`config.mk`:
```
export PLATFORM = sky130hd
export DESIGN_NAME = analog_axis_calibration
export DESIGN_NICKNAME = d
export VERILOG_FILES = /design/src/rtl/aac_pkg.sv /design/src/rtl/aac_cfg.sv /design/src/rtl/aac_prep.sv /design/src/rtl/aac_mul.sv /design/src/rtl/aac_scale.sv /design/src/rtl/aac_fmt.sv /design/src/rtl/analog_axis_calibration.sv
export SDC_FILE = /design/constraint.sdc
export NUM_CORES = 1
export LEC_CHECK = 0
export BUFFER_PORTS_ARGS = -buffer_cell sky130_fd_sc_hd__clkbuf_2
export CORE_UTILIZATION = 55
export CTS_CLUSTER_SIZE = 12
export DETAILED_ROUTE_END_ITERATION = 7
export PLACE_DENSITY = 0.73
export SETUP_SLACK_MARGIN = 0.3
export SLEW_MARGIN = 40
export SYNTH_ARGS = -nofsm -noshare
export SYNTH_HDL_FRONTEND = slang
export SYNTH_SLANG_ARGS = --single-unit
```
`constraint.sdc`:
```
create_clock -name aclk -period 19.1 [get_ports aclk]
set_input_delay 3.82 -clock aclk [delete_from_list [all_inputs] [get_ports aclk]]
set_output_delay 3.82 -clock aclk [all_outputs]
set_load 0.01 [all_outputs]
```
`src/rtl/aac_pkg.sv`:
```
// ----------------------------------------------------------------------------
// aac_pkg
// Shared types, codes and constants for the analog axis calibration pipeline.
// ----------------------------------------------------------------------------
`default_nettype none

package aac_pkg;

    // mode selector codes carried on the input tuser
    typedef enum logic [2:0] {
        FN_STICK16   = 3'd0,
        FN_WHAMMY16  = 3'd1,
        FN_TRIGGER16 = 3'd2,
        FN_STICK8    = 3'd3,
        FN_TRIGGER8  = 3'd4,
        FN_ACCEL     = 3'd5,
        FN_WHAMMY8   = 3'd6
    } func_t;

    // configuration register indexes
    typedef enum logic [2:0] {
        REG_CENTER_OFFSET = 3'd0,
        REG_RANGE_MINIMUM = 3'd1,
        REG_GAIN          = 3'd2,
        REG_DEAD_BAND     = 3'd3,
        REG_NARROW_ACCEL  = 3'd4,
        REG_STICK_CENTER  = 3'd5,
        REG_ACCEL_CENTER  = 3'd6
    } cfg_idx_t;

    localparam int FUNC_W     = 3;
    localparam int SAMPLE_W   = 16;
    localparam int VALUE_W    = 16;
    localparam int CFG_ADDR_W = 3;
    localparam int CFG_DATA_W = 16;
    localparam int OPND_W     = 18;
    localparam int PROD_W     = 34;
    localparam int WIDE_W     = 17;

    localparam int S16_FLOOR  = -32768;
    localparam int S16_CEIL   = 32767;
    localparam int U16_CEIL   = 65535;
    localparam int GAIN_SHIFT = 9;
    localparam int GAIN_ROUND = 511;

    // reset values of the registers
    localparam logic [15:0] GAIN_RST         = 16'd512;
    localparam logic [7:0]  STICK_CENTER_RST = 8'd128;
    localparam logic [9:0]  ACCEL_CENTER_RST = 10'd512;

    typedef struct packed {
        logic signed [15:0] center_offset;
        logic        [15:0] range_minimum;
        logic signed [15:0] gain;
        logic        [15:0] dead_band;
        logic               narrow_accel;
        logic        [7:0]  stick_center;
        logic        [9:0]  accel_center;
    } cfg_t;

    // word leaving the front stage
    typedef struct packed {
        logic [FUNC_W-1:0]        func;
        logic                     fixed;
        logic signed [OPND_W-1:0] operand;
    } prep_t;

    // word leaving the multiplier stage
    typedef struct packed {
        logic [FUNC_W-1:0]        func;
        logic                     fixed;
        logic signed [PROD_W-1:0] product;
    } prod_t;

    // word leaving the scale stage
    typedef struct packed {
        logic [FUNC_W-1:0]        func;
        logic signed [WIDE_W-1:0] wide;
    } wide_t;

    function automatic logic is_stick(input logic [FUNC_W-1:0] f);
        return f inside {FN_STICK16, FN_STICK8, FN_ACCEL};
    endfunction

    function automatic logic is_whammy(input logic [FUNC_W-1:0] f);
        return f inside {FN_WHAMMY16, FN_WHAMMY8};
    endfunction

    function automatic logic is_trigger(input logic [FUNC_W-1:0] f);
        return f inside {FN_TRIGGER16, FN_TRIGGER8};
    endfunction

endpackage

`default_nettype wire

```
`src/rtl/aac_cfg.sv`:
```
// ----------------------------------------------------------------------------
// aac_cfg
// Configuration register file, written through a simple write port.
// ----------------------------------------------------------------------------
`default_nettype none

module aac_cfg (
    input  wire logic                           aclk,
    input  wire logic                           aresetn,
    input  wire logic                           cfg_we,
    input  wire logic [aac_pkg::CFG_ADDR_W-1:0] cfg_addr,
    input  wire logic [aac_pkg::CFG_DATA_W-1:0] cfg_wdata,
    output aac_pkg::cfg_t                       cfg
);
    import aac_pkg::*;

    cfg_t cfg_reg;
    cfg_t cfg_next;

    // register write decode
    always_comb begin
        cfg_next = cfg_reg;
        if (cfg_we) begin
            case (cfg_addr)
                REG_CENTER_OFFSET: cfg_next.center_offset = cfg_wdata;
                REG_RANGE_MINIMUM: cfg_next.range_minimum = cfg_wdata;
                REG_GAIN:          cfg_next.gain          = cfg_wdata;
                REG_DEAD_BAND:     cfg_next.dead_band     = cfg_wdata;
                REG_NARROW_ACCEL:  cfg_next.narrow_accel  = cfg_wdata[0];
                REG_STICK_CENTER:  cfg_next.stick_center  = cfg_wdata[7:0];
                REG_ACCEL_CENTER:  cfg_next.accel_center  = cfg_wdata[9:0];
                default:           cfg_next = cfg_reg;
            endcase
        end
    end

    always_ff @(posedge aclk) begin
        if (!aresetn) begin
            cfg_reg.center_offset <= '0;
            cfg_reg.range_minimum <= '0;
            cfg_reg.gain          <= GAIN_RST;
            cfg_reg.dead_band     <= '0;
            cfg_reg.narrow_accel  <= 1'b0;
            cfg_reg.stick_center  <= STICK_CENTER_RST;
            cfg_reg.accel_center  <= ACCEL_CENTER_RST;
        end else begin
            cfg_reg <= cfg_next;
        end
    end

    assign cfg = cfg_reg;

endmodule

`default_nettype wire

```
`src/rtl/aac_prep.sv`:
```
// ----------------------------------------------------------------------------
// aac_prep
// Front stage: deadzone tests and the signed multiplier operand.
// ----------------------------------------------------------------------------
`default_nettype none

module aac_prep (
    input  wire logic                         aclk,
    input  wire logic                         aresetn,
    input  wire aac_pkg::cfg_t                cfg,
    input  wire logic                         in_valid,
    output wire logic                         in_ready,
    input  wire logic [aac_pkg::FUNC_W-1:0]   in_func,
    input  wire logic [aac_pkg::SAMPLE_W-1:0] in_sample,
    output wire logic                         out_valid,
    input  wire logic                         out_ready,
    output aac_pkg::prep_t                    out_word
);
    import aac_pkg::*;

    logic               valid_reg;
    prep_t              word_reg;
    prep_t              word_next;

    logic signed [15:0] s;
    logic signed [15:0] dz;
    logic signed [15:0] delta;
    logic signed [15:0] dz_adj;
    logic signed [16:0] delta_x;
    logic signed [16:0] dz_x;
    logic signed [16:0] ndz_x;
    logic               in_dz;
    logic signed [OPND_W-1:0] stick_op;
    logic signed [16:0] ls_diff;
    logic               ls_floor;

    // stick path: centered deadzone, then the signed operand
    always_comb begin
        s       = in_sample;
        dz      = cfg.dead_band;
        delta   = s - cfg.center_offset;
        delta_x = {delta[15], delta};
        dz_x    = {dz[15], dz};
        ndz_x   = -dz_x;
        in_dz   = (delta_x < dz_x) && (delta_x > ndz_x);
        dz_adj  = s[15] ? -dz : dz;
        stick_op = {{2{s[15]}}, s} - {{2{dz_adj[15]}}, dz_adj}
                 - {{2{cfg.range_minimum[15]}}, cfg.range_minimum};
    end

    // low-side path for whammy and trigger
    always_comb begin
        ls_diff = {1'b0, in_sample} - {1'b0, cfg.range_minimum};
        if (cfg.gain > 16'sd0) begin
            ls_floor = ls_diff < $signed({1'b0, cfg.dead_band});
        end else begin
            ls_floor = in_sample > cfg.range_minimum;
        end
    end

    // select the operand by mode
    always_comb begin
        word_next.func = in_func;
        if (is_stick(in_func)) begin
            word_next.fixed   = in_dz;
            word_next.operand = stick_op;
        end else begin
            word_next.fixed   = ls_floor;
            word_next.operand = {ls_diff[16], ls_diff};
        end
    end

    assign in_ready = !valid_reg || out_ready;

    always_ff @(posedge aclk) begin
        if (!aresetn) begin
            valid_reg <= 1'b0;
        end else if (in_ready) begin
            valid_reg <= in_valid;
        end
    end

    always_ff @(posedge aclk) begin
        if (in_ready && in_valid) begin
            word_reg <= word_next;
        end
    end

    assign out_valid = valid_reg;
    assign out_word  = word_reg;

endmodule

`default_nettype wire

```
`src/rtl/aac_mul.sv`:
```
// ----------------------------------------------------------------------------
// aac_mul
// Multiplier stage: signed operand times the signed gain.
// ----------------------------------------------------------------------------
`default_nettype none

module aac_mul (
    input  wire logic           aclk,
    input  wire logic           aresetn,
    input  wire aac_pkg::cfg_t  cfg,
    input  wire logic           in_valid,
    output wire logic           in_ready,
    input  wire aac_pkg::prep_t in_word,
    output wire logic           out_valid,
    input  wire logic           out_ready,
    output aac_pkg::prod_t      out_word
);
    import aac_pkg::*;

    logic  valid_reg;
    prod_t word_reg;
    prod_t word_next;

    // 18 x 16 signed product
    always_comb begin
        word_next.func    = in_word.func;
        word_next.fixed   = in_word.fixed;
        word_next.product = PROD_W'(in_word.operand) * PROD_W'(cfg.gain);
    end

    assign in_ready = !valid_reg || out_ready;

    always_ff @(posedge aclk) begin
        if (!aresetn) begin
            valid_reg <= 1'b0;
        end else if (in_ready) begin
            valid_reg <= in_valid;
        end
    end

    always_ff @(posedge aclk) begin
        if (in_ready && in_valid) begin
            word_reg <= word_next;
        end
    end

    assign out_valid = valid_reg;
    assign out_word  = word_reg;

endmodule

`default_nettype wire

```
`src/rtl/aac_scale.sv`:
```
// ----------------------------------------------------------------------------
// aac_scale
// Scale stage: divide by 512 toward zero, add the mode offset and clamp.
// ----------------------------------------------------------------------------
`default_nettype none

module aac_scale (
    input  wire logic           aclk,
    input  wire logic           aresetn,
    input  wire logic           in_valid,
    output wire logic           in_ready,
    input  wire aac_pkg::prod_t in_word,
    output wire logic           out_valid,
    input  wire logic           out_ready,
    output aac_pkg::wide_t      out_word
);
    import aac_pkg::*;

    logic  valid_reg;
    wide_t word_reg;
    wide_t word_next;

    logic signed [PROD_W-1:0] bias;
    logic signed [PROD_W-1:0] quot;
    logic signed [PROD_W-1:0] offset;
    logic signed [PROD_W-1:0] sum;
    logic signed [PROD_W-1:0] lo;
    logic signed [PROD_W-1:0] hi;
    logic signed [PROD_W-1:0] clamped;

    always_comb begin
        // truncating divide: bias negative products before the shift
        bias = in_word.product[PROD_W-1] ? PROD_W'(GAIN_ROUND) : '0;
        quot = (in_word.product + bias) >>> GAIN_SHIFT;

        // per-mode offset and limits
        if (is_trigger(in_word.func)) begin
            offset = '0;
            lo     = '0;
            hi     = PROD_W'(U16_CEIL);
        end else if (is_whammy(in_word.func)) begin
            offset = -PROD_W'(S16_CEIL);
            lo     = PROD_W'(S16_FLOOR);
            hi     = PROD_W'(S16_CEIL);
        end else begin
            offset = PROD_W'(S16_FLOOR);
            lo     = PROD_W'(S16_FLOOR);
            hi     = PROD_W'(S16_CEIL);
        end

        sum = quot + offset;
        if (sum > hi) begin
            clamped = hi;
        end else if (sum < lo) begin
            clamped = lo;
        end else begin
            clamped = sum;
        end

        // deadzone hits: stick gives zero, low side gives its floor
        word_next.func = in_word.func;
        if (in_word.fixed) begin
            word_next.wide = is_whammy(in_word.func) ? WIDE_W'(S16_FLOOR) : '0;
        end else begin
            word_next.wide = clamped[WIDE_W-1:0];
        end
    end

    assign in_ready = !valid_reg || out_ready;

    always_ff @(posedge aclk) begin
        if (!aresetn) begin
            valid_reg <= 1'b0;
        end else if (in_ready) begin
            valid_reg <= in_valid;
        end
    end

    always_ff @(posedge aclk) begin
        if (in_ready && in_valid) begin
            word_reg <= word_next;
        end
    end

    assign out_valid = valid_reg;
    assign out_word  = word_reg;

    // trigger results are never negative
    a_trigger_range: assert property (@(posedge aclk) disable iff (!aresetn)
        (valid_reg && is_trigger(word_reg.func)) |-> !word_reg.wide[WIDE_W-1])
        else $error("trigger result below zero");

    // signed modes fit in 16 bits
    a_signed_range: assert property (@(posedge aclk) disable iff (!aresetn)
        (valid_reg && !is_trigger(word_reg.func))
            |-> (word_reg.wide[WIDE_W-1] == word_reg.wide[WIDE_W-2]))
        else $error("signed result out of 16-bit range");

    // a held word stays put while downstream stalls
    a_hold: assert property (@(posedge aclk) disable iff (!aresetn)
        (valid_reg && !out_ready) |=> (valid_reg && $stable(word_reg)))
        else $error("scale stage lost a stalled word");

endmodule

`default_nettype wire

```
`src/rtl/aac_fmt.sv`:
```
// ----------------------------------------------------------------------------
// aac_fmt
// Output stage: narrow shifts, re-centering and the output register.
// ----------------------------------------------------------------------------
`default_nettype none

module aac_fmt (
    input  wire logic                        aclk,
    input  wire logic                        aresetn,
    input  wire aac_pkg::cfg_t               cfg,
    input  wire logic                        in_valid,
    output wire logic                        in_ready,
    input  wire aac_pkg::wide_t              in_word,
    output wire logic                        out_valid,
    input  wire logic                        out_ready,
    output wire logic [aac_pkg::VALUE_W-1:0] out_value
);
    import aac_pkg::*;

    logic               valid_reg;
    logic [VALUE_W-1:0] value_reg;
    logic [VALUE_W-1:0] value_next;
    logic [15:0]        w16;
    logic [7:0]         hi8;
    logic [15:0]        accel_sh;

    always_comb begin
        w16 = in_word.wide[15:0];
        hi8 = w16[15:8];
        // floor shift of the signed result for the accel mode
        if (cfg.narrow_accel) begin
            accel_sh = {{8{w16[15]}}, hi8};
        end else begin
            accel_sh = {{6{w16[15]}}, w16[15:6]};
        end

        case (in_word.func)
            FN_STICK16, FN_WHAMMY16, FN_TRIGGER16: value_next = w16;
            FN_STICK8, FN_WHAMMY8: value_next = {8'd0, hi8 - cfg.stick_center};
            FN_TRIGGER8: value_next = {8'd0, hi8};
            FN_ACCEL:    value_next = {6'd0, cfg.accel_center} + accel_sh;
            default:     value_next = '0;
        endcase
    end

    assign in_ready = !valid_reg || out_ready;

    always_ff @(posedge aclk) begin
        if (!aresetn) begin
            valid_reg <= 1'b0;
        end else if (in_ready) begin
            valid_reg <= in_valid;
        end
    end

    always_ff @(posedge aclk) begin
        if (in_ready && in_valid) begin
            value_reg <= value_next;
        end
    end

    assign out_valid = valid_reg;
    assign out_value = value_reg;

endmodule

`default_nettype wire

```
`src/rtl/analog_axis_calibration.sv`:
```
// ----------------------------------------------------------------------------
// analog_axis_calibration
// Per-sample calibration of analog controller axes in seven modes.
// ----------------------------------------------------------------------------
// Each input word carries a raw 16-bit reading in s_axis_tdata and a mode in
// s_axis_tuser; every word gives exactly one calibrated 16-bit result word.
// The block is a four-stage pipeline (deadzone/operand, 18x16 multiply,
// divide-and-clamp, narrow formatting into the output register) and takes
// one word per clock while m_axis_tready does not stall it. There is a
// single multiplier stage. Each stage holds its word under backpressure, so
// empty stages keep accepting while a result waits. Registers are written
// through cfg_we/cfg_addr/cfg_wdata, taking effect on the next clock; write
// them only while the pipeline is empty.
`default_nettype none

module analog_axis_calibration (
    input  wire logic                           aclk,
    input  wire logic                           aresetn,
    // configuration write port
    input  wire logic                           cfg_we,
    input  wire logic [aac_pkg::CFG_ADDR_W-1:0] cfg_addr,
    input  wire logic [aac_pkg::CFG_DATA_W-1:0] cfg_wdata,
    // input words
    input  wire logic                           s_axis_tvalid,
    output wire logic                           s_axis_tready,
    input  wire logic [15:0]                    s_axis_tdata,  // [15:0] sample
    input  wire logic [2:0]                     s_axis_tuser,  // [2:0] func
    // result words
    output wire logic                           m_axis_tvalid,
    input  wire logic                           m_axis_tready,
    output wire logic [15:0]                    m_axis_tdata   // [15:0] value
);
    import aac_pkg::*;

    cfg_t  cfg;
    prep_t prep_word;
    prod_t prod_word;
    wide_t wide_word;
    logic  prep_valid;
    logic  prep_ready;
    logic  prod_valid;
    logic  prod_ready;
    logic  wide_valid;
    logic  wide_ready;

    aac_cfg u_cfg (
        .aclk      (aclk),
        .aresetn   (aresetn),
        .cfg_we    (cfg_we),
        .cfg_addr  (cfg_addr),
        .cfg_wdata (cfg_wdata),
        .cfg       (cfg)
    );

    aac_prep u_prep (
        .aclk      (aclk),
        .aresetn   (aresetn),
        .cfg       (cfg),
        .in_valid  (s_axis_tvalid),
        .in_ready  (s_axis_tready),
        .in_func   (s_axis_tuser),
        .in_sample (s_axis_tdata),
        .out_valid (prep_valid),
        .out_ready (prep_ready),
        .out_word  (prep_word)
    );

    aac_mul u_mul (
        .aclk      (aclk),
        .aresetn   (aresetn),
        .cfg       (cfg),
        .in_valid  (prep_valid),
        .in_ready  (prep_ready),
        .in_word   (prep_word),
        .out_valid (prod_valid),
        .out_ready (prod_ready),
        .out_word  (prod_word)
    );

    aac_scale u_scale (
        .aclk      (aclk),
        .aresetn   (aresetn),
        .in_valid  (prod_valid),
        .in_ready  (prod_ready),
        .in_word   (prod_word),
        .out_valid (wide_valid),
        .out_ready (wide_ready),
        .out_word  (wide_word)
    );

    aac_fmt u_fmt (
        .aclk      (aclk),
        .aresetn   (aresetn),
        .cfg       (cfg),
        .in_valid  (wide_valid),
        .in_ready  (wide_ready),
        .in_word   (wide_word),
        .out_valid (m_axis_tvalid),
        .out_ready (m_axis_tready),
        .out_value (m_axis_tdata)
    );

endmodule

`default_nettype wire

```
==> qor.yml, run 1 <==
status:
  status: "finished clean"
power:
  p_per_area_nw_per_um2: 64.7
  ir_drop_mv: 0.0620
  cellLeakagePower_nw: 11.6
  p_total_mw: 1.71
timing:
  hold_violations: 0
  worst_slack_ns: 10.57
  final_period_minus_worst_setup_slack_ns: 8.53
  skew_ns: 0.0176
  setup_violations: 0
  slew_headroom: 0.432
  finalMaxSlewViolations: 0
  rsz0062_at_grt: "false"
  setup_tns_ns: 0
  tightest_slew_ns: 0.851
  whs_ns: 0.428
  period_share: 0.446
  fmax_ghz: 0.117
synthesis:
  synth_top_family_by_area: "adder cells"
  syn_inst: 2861
  synth-edff-count: 95
  synthSimpleGateAreaFrac: 0.181
  synth_top_cell_by_area: "fa_1"
  synthFlopType: "edfxtp_1"
  async_reset_ff_frac: 0
  ys_ff_latch: 182
  synth_warnings: 0
  avgSynthCellArea_um2: 8.74
  synth_xor_area_frac: 0.0483
  synth_nets: 3455
  ys_types: 82
  synth.mux.area_fraction: 0.0137
  yosys.area.top_type_share: 0.237
  synth-compound-area-share: 0.131
  synth-adder-area-share: 0.364
  ys_seq_area_frac: 0.184
  ys_top_cells_by_area: "fa_1, ha_1, edfxtp_1, dfxtp_1, nand2_1"
  syn_area_um2: 25000
clock_tree:
  cts_setup_buffers: 0
  tritoncts: "yes"
  worstSkewPairLatency_ns: 0.51
  ctsResizeCount: 0
  cts.reportedPaths.clkPinSlew_ns: 0.08
  cts_sinks: 182
  clk_path_buf_depth: 2
  hold_buffers: 0
  cts_root_buf: "clkbuf_16"
  htreeDepth: 4
  cts_buffers: 17
floorplan:
  fp.dieH_um: 215
  ios: 61
  start_util: 0.562
  fp.dieW_um: 215
  rows: 77
  die_area_um2: 46300
  core_um2: 44500
drt:
  drt_iter0_markers: 1233
  ant_nets: 0
  drcViolationCount: 0
  totalWireLength_um: 61900
  wl_per_cell_um: 17.9
  vias: 19540
  drt_pre_antenna_iters: 5
  via_per_inst: 5.64
critical_path:
  critPathLaunchType: "input pin"
  crit_type: "in2out"
  reg2reg_to: "u_mul.out_word[33]"
  rr_worst_depth: 21
  worstSetupEndpointType: "output pin"
  cp_max_fo: 5
  r2r_slack_ns: 11.22
  worst_ep_arrival_time_ns: 4.71
  r2r-start: "u_cfg.cfg[40]"
  worstPathRequired_ns: 15.28
place:
  dp_hpwl_um: 49900
  port_buffers: 60
  dpl-instance-area_um2: 25800
  pre_cts_slack_ns: 10.30
  gp_congestion: 0.967
global_routing:
  grt_overflow_total: 0
  antenna_found_initial: 2
  grt_first_pass_wirelength_um: 102000
  track_usage: 0.277
  grt_max_degree: 88
  grt_pass1_vias: 20239
finish:
  nets: 3453
  antenna_cells: 0
  largest_reg_flops: 83
  syn_to_final_growth_pct: 5.87
  final_layout_size_suffix_gt1_frac: 0.0512
  final_area_um2: 26500
  n_fill_cell: 4029
run:
  drv_cap: 0
hold_path:
  hp-start: "u_prep.out_word[21]"
  holdPathStages: 0
  hold_class: "reg2reg"
  holdPathEnd: "u_mul.out_word[37]"
logic make-up (layout without fill, tap and decap cells):
kind of cell / after synthesis / in the layout
and+or+nand+nor: 951 / 951
muxes: 33 / 33
AOI/OAI and AO/OA: 492 / 492
buffers and inverters: 514 / 525
adders and majority gates: 551 / 551
xor gates and xnor gates: 138 / 138
DFF: 182 / 182
layout by cell type (no fill, tap or decap), types with 45 or more instances in the layout:
master,netlist,layout
fa_1,296,296
xnor2_1,109,109
inv_1,415,415
and2_1,123,123
nand2_1,459,459
dfxtp_1,87,82
ha_1,255,254
edfxtp_1,95,95
o21ai_0,91,91
a21boi_0,101,100
clkbuf_2,0,60
a21oi_1,109,109
nand3_1,45,45
nor2_1,112,112
power by group:
group          total [mW]  switching, mW  internal, mW
Clock               0.379          0.191         0.188
Combinational       0.809          0.473         0.336
Sequential          0.525         0.0679         0.457
metrics by stage:
step / std cells / util
after floorplan: 2861 / -
after global placement: 3431 / 0.580
after detailed placement: 3432 / 0.580
after CTS: 3464 / 0.595
after global routing: 3464 / 0.595
final: 3464 / 0.595
layer usage:
layer | track usage | share of wire | up-vias
met5 | 0 | 0 | -
met1 | 0.354 | 0.43 | 9553
met3 | 0.0403 | 0.050 | 108
met4 | 0.110 | 0.032 | 0
li1 | - | - | 9397
met2 | 0.471 | 0.49 | 482
Yosys cell counts (5+ instances only):
cell type / instances
clkbuf_1: 92
dfxtp_1: 87
nand2_1: 459
or3_1: 23
mux2i_1: 23
o21a_1: 22
o21bai_1: 14
nand2b_1: 41
a211oi_1: 9
nor3_1: 28
inv_1: 415
nand3b_1: 7
xor2_1: 29
nor3b_1: 7
nor4_1: 10
a21o_1: 44
nor2_1: 112
o31ai_1: 9
o211ai_1: 12
a21oi_1: 109
nand3_1: 45
o2111ai_1: 5
and3_1: 9
nor2b_1: 40
nand4_1: 21
xnor2_1: 109
or4_1: 5
o31a_1: 5
and2_1: 123
ha_1: 255
a31oi_1: 10
o21ai_0: 91
fa_1: 296
a21boi_0: 101
mux2_2: 10
edfxtp_1: 95
worst max-delay path by stage:
stage / from / to / slack (ns)
final: m_axis_tready / s_axis_tready / 10.57
after global routing: s_axis_tdata[15] / u_prep.out_word[17] / 10.11
after CTS: m_axis_tready / s_axis_tready / 10.58
after detailed placement: s_axis_tdata[15] / u_prep.out_word[17] / 10.30
after global placement: s_axis_tdata[15] / u_prep.out_word[17] / 10.47
after floorplan: m_axis_tready / s_axis_tready / 10.92
cell type report:
class	instances	area [µm²]	share of cell area
inverter	415	1560	0.0588
clock inverter	14	188	0.00709
timing repair buffer	78	443	0.0167
tap	592	741	0.0280
sequential	182	4600	0.174
clock buffer	18	450	0.0170
multi-input combinational	2165	18500	0.699
worst max-delay path, cell delays in order:
cell and delay (ns):
clkbuf_2 0.08, nor2b_1 0.25, and3_1 0.32, nand2_1 0.10
clkbuf_2 0.13
Note: power is estimated with default switching activity, not from simulation.
==> run 2, diff against run 1 <==
--- a/config.mk
+++ b/config.mk
@@ -9,7 +9,7 @@
 export CORE_UTILIZATION = 55
 export CTS_CLUSTER_SIZE = 12
 export DETAILED_ROUTE_END_ITERATION = 7
-export PLACE_DENSITY = 0.73
+export PLACE_DENSITY = 0.76
 export SETUP_SLACK_MARGIN = 0.3
 export SLEW_MARGIN = 40
 export SYNTH_ARGS = -nofsm -noshare
==> constraint.sdc (replaced) <==
create_clock -name aclk -period 7.45 [get_ports aclk]
set_input_delay 1.49 -clock aclk [delete_from_list [all_inputs] [get_ports aclk]]
set_output_delay 1.49 -clock aclk [all_outputs]
set_load 0.01 [all_outputs]
==> qor.yml, run 2 (same netlist as run 1, synthesis figures left out) <==
timing:
  slew_headroom: 0.458
  hold_violations: 0
  setup_tns_ns: 0
  setup_violations: 0
  fmax_ghz: 0.146
  finalMaxSlewViolations: 0
  whs_ns: 0.458
  final_period_minus_worst_setup_slack_ns: 6.86
  rsz0062_at_grt: "false"
  tightest_slew_ns: 0.813
  period_share: 0.921
  skew_ns: 0.0163
power:
  p_int_mw: 2.54
  ir_drop_mv: 0.129
  clkPwrFrac: 0.211
  power.switching_mw: 1.88
  seqPwrFrac: 0.290
  sw_frac_of_total: 0.424
  cellLeakagePower_nw: 11.8
  p_comb_frac: 0.499
  p_total_mw: 4.42
  p_per_area_nw_per_um2: 165
floorplan:
  fp.dieW_um: 215
  rows: 77
  die_area_um2: 46300
  start_util: 0.562
  fp.dieH_um: 215
  core_um2: 44500
  ios: 61
global_routing:
  grt_overflow_total: 0
  grt_first_pass_wirelength_um: 104000
  antenna_found_initial: 0
  track_usage: 0.280
  grt_pass1_vias: 20252
  grt_max_degree: 88
place:
  gp_congestion: 0.944
  dp_hpwl_um: 52600
  port_buffers: 60
critical_path:
  r2r-start: "u_mul.out_word[33]"
  worst_ep_arrival_time_ns: 7.06
  r2r_slack_ns: 0.59
  reg2reg_to: "u_scale.out_word[15]"
  worstSetupEndpointType: "flip-flop"
  cp_max_fo: 16
  crit_type: "reg2reg"
  cpLargestDelayFamily: "simple AND/OR/NAND/NOR gates"
  critPathLaunchType: "flip-flop"
  worstPathRequired_ns: 7.65
  critPathMaxStageDelay_ns: 0.54
  cp_num_buf_inv: 3
  crit_slowest_cell: "edfxtp_1"
  rr_worst_depth: 29
finish:
  largest_reg_flops: 83
  nets: 3495
  final_core_util: 0.602
  n_fill_cell: 3886
  antenna_cells: 0
  syn_to_final_growth_pct: 7.06
  mostFrequentLayoutCells: "nand2_1, inv_1, fa_1"
  final_common_cell: "nand2_1"
  final_layout_size_suffix_gt1_frac: 0.0652
clock_tree:
  tritoncts: "yes"
  cts.reportedPaths.clkPinSlew_ns: 0.08
  worstSkewPairLatency_ns: 0.47
  clk_path_buf_depth: 2
  cts_sinks: 182
  htreeDepth: 4
  cts_buffers: 17
  cts_root_buf: "clkbuf_16"
drt:
  vias: 19940
  ant_nets: 0
  drcViolationCount: 0
  drt_iter0_markers: 1355
  via_per_inst: 5.69
  drt_pre_antenna_iters: 7
  wl_per_cell_um: 18.2
  totalWireLength_um: 63900
hold_path:
  holdPathStages: 0
  holdPathEnd: "u_mul.out_word[37]"
  hold_class: "reg2reg"
  hp-start: "u_prep.out_word[21]"
run:
  drv_cap: 0
status:
  status: "finished clean"
## run 2: cell types whose count changed in the layout (fill, tap and decap cells not counted), moves of 2 or more
cell	before	now
dfxtp_2	5	2
inv_8	3	5
inv_12	3	1
buf_4	17	59
dfxtp_1	82	85
## run 2: what timing repair did
action,4_1_cts,5_1_grt
pin swaps,0,1
setup buffers,4,15
endpoints found under the setup margin,1,6
hold buffers,0,0
resized for setup,0,7
gates cloned,0,0
## run 2: final cells by class
| cell class | instances | area (µm²) | share of cell area |
|---|---|---|---|
| Tap cell | 592 | 741 | 0.0277 |
| Inverter | 415 | 1560 | 0.0582 |
| Clock inverter | 14 | 173 | 0.00645 |
| Timing Repair Buffer | 120 | 758 | 0.0283 |
| Clock buffer | 18 | 429 | 0.0160 |
| Multi-Input combinational cell | 2165 | 18500 | 0.692 |
| Sequential cell | 182 | 4600 | 0.172 |
## run 2: power groups by stage
stage | Clock (mW) | Sequential [mW] | Combinational, mW
final | 0.931 | 1.28 | 2.21
after global routing | 0.982 | 1.29 | 2.46
after CTS | 0.944 | 1.29 | 2.15
after detailed placement | 0 | 1.32 | 2.12
after global placement | 0 | 1.32 | 2.04
after floorplan | 0 | 1.24 | 1.60
## run 2: routing by layer
layer / track usage / wire length, µm / up-vias / part of all wire
met5: 0 / 0 / - / 0
met4: 0.0652 / 1220 / 0 / 0.019
met3: 0.0419 / 2880 / 91 / 0.045
met2: 0.482 / 31400 / 512 / 0.49
met1: 0.372 / 28400 / 9867 / 0.44
li1: - / - / 9470 / -
## run 2: per-stage QoR
step,worst slack (ns),std cells,instance area (µm²)
after floorplan,0.831,2861,25000
after global placement,0.401,3454,26000
after detailed placement,0.266,3455,26000
after CTS,0.300,3491,26600
after global routing,0.303,3506,26800
final,0.589,3506,26800
## run 2: how the worst max path moves through the flow
stage,start,endpoint,cells past startpoint
floorplan,u_cfg.cfg[39],u_mul.out_word[32],27
global placement,u_prep.out_word[10],u_mul.out_word[32],25
detailed placement,u_prep.out_word[10],u_mul.out_word[32],25
CTS,u_prep.out_word[8],u_mul.out_word[32],25
global route,u_cfg.cfg[38],u_mul.out_word[32],23
finish,u_mul.out_word[33],u_scale.out_word[15],29
## run 2: worst reg2reg max path, delay by kind of cell, from the launching register on
kind | cells | cell delay (ns)
AOI/OAI and AO/OA | 9 | 1.73
xor gates and xnor gates | 1 | 0.13
muxes | 3 | 0.65
adders and majority gates | 3 | 0.94
buffers and inverters | 3 | 0.67
and+or+nand+nor | 10 | 1.90
DFF | 1 | 0.54
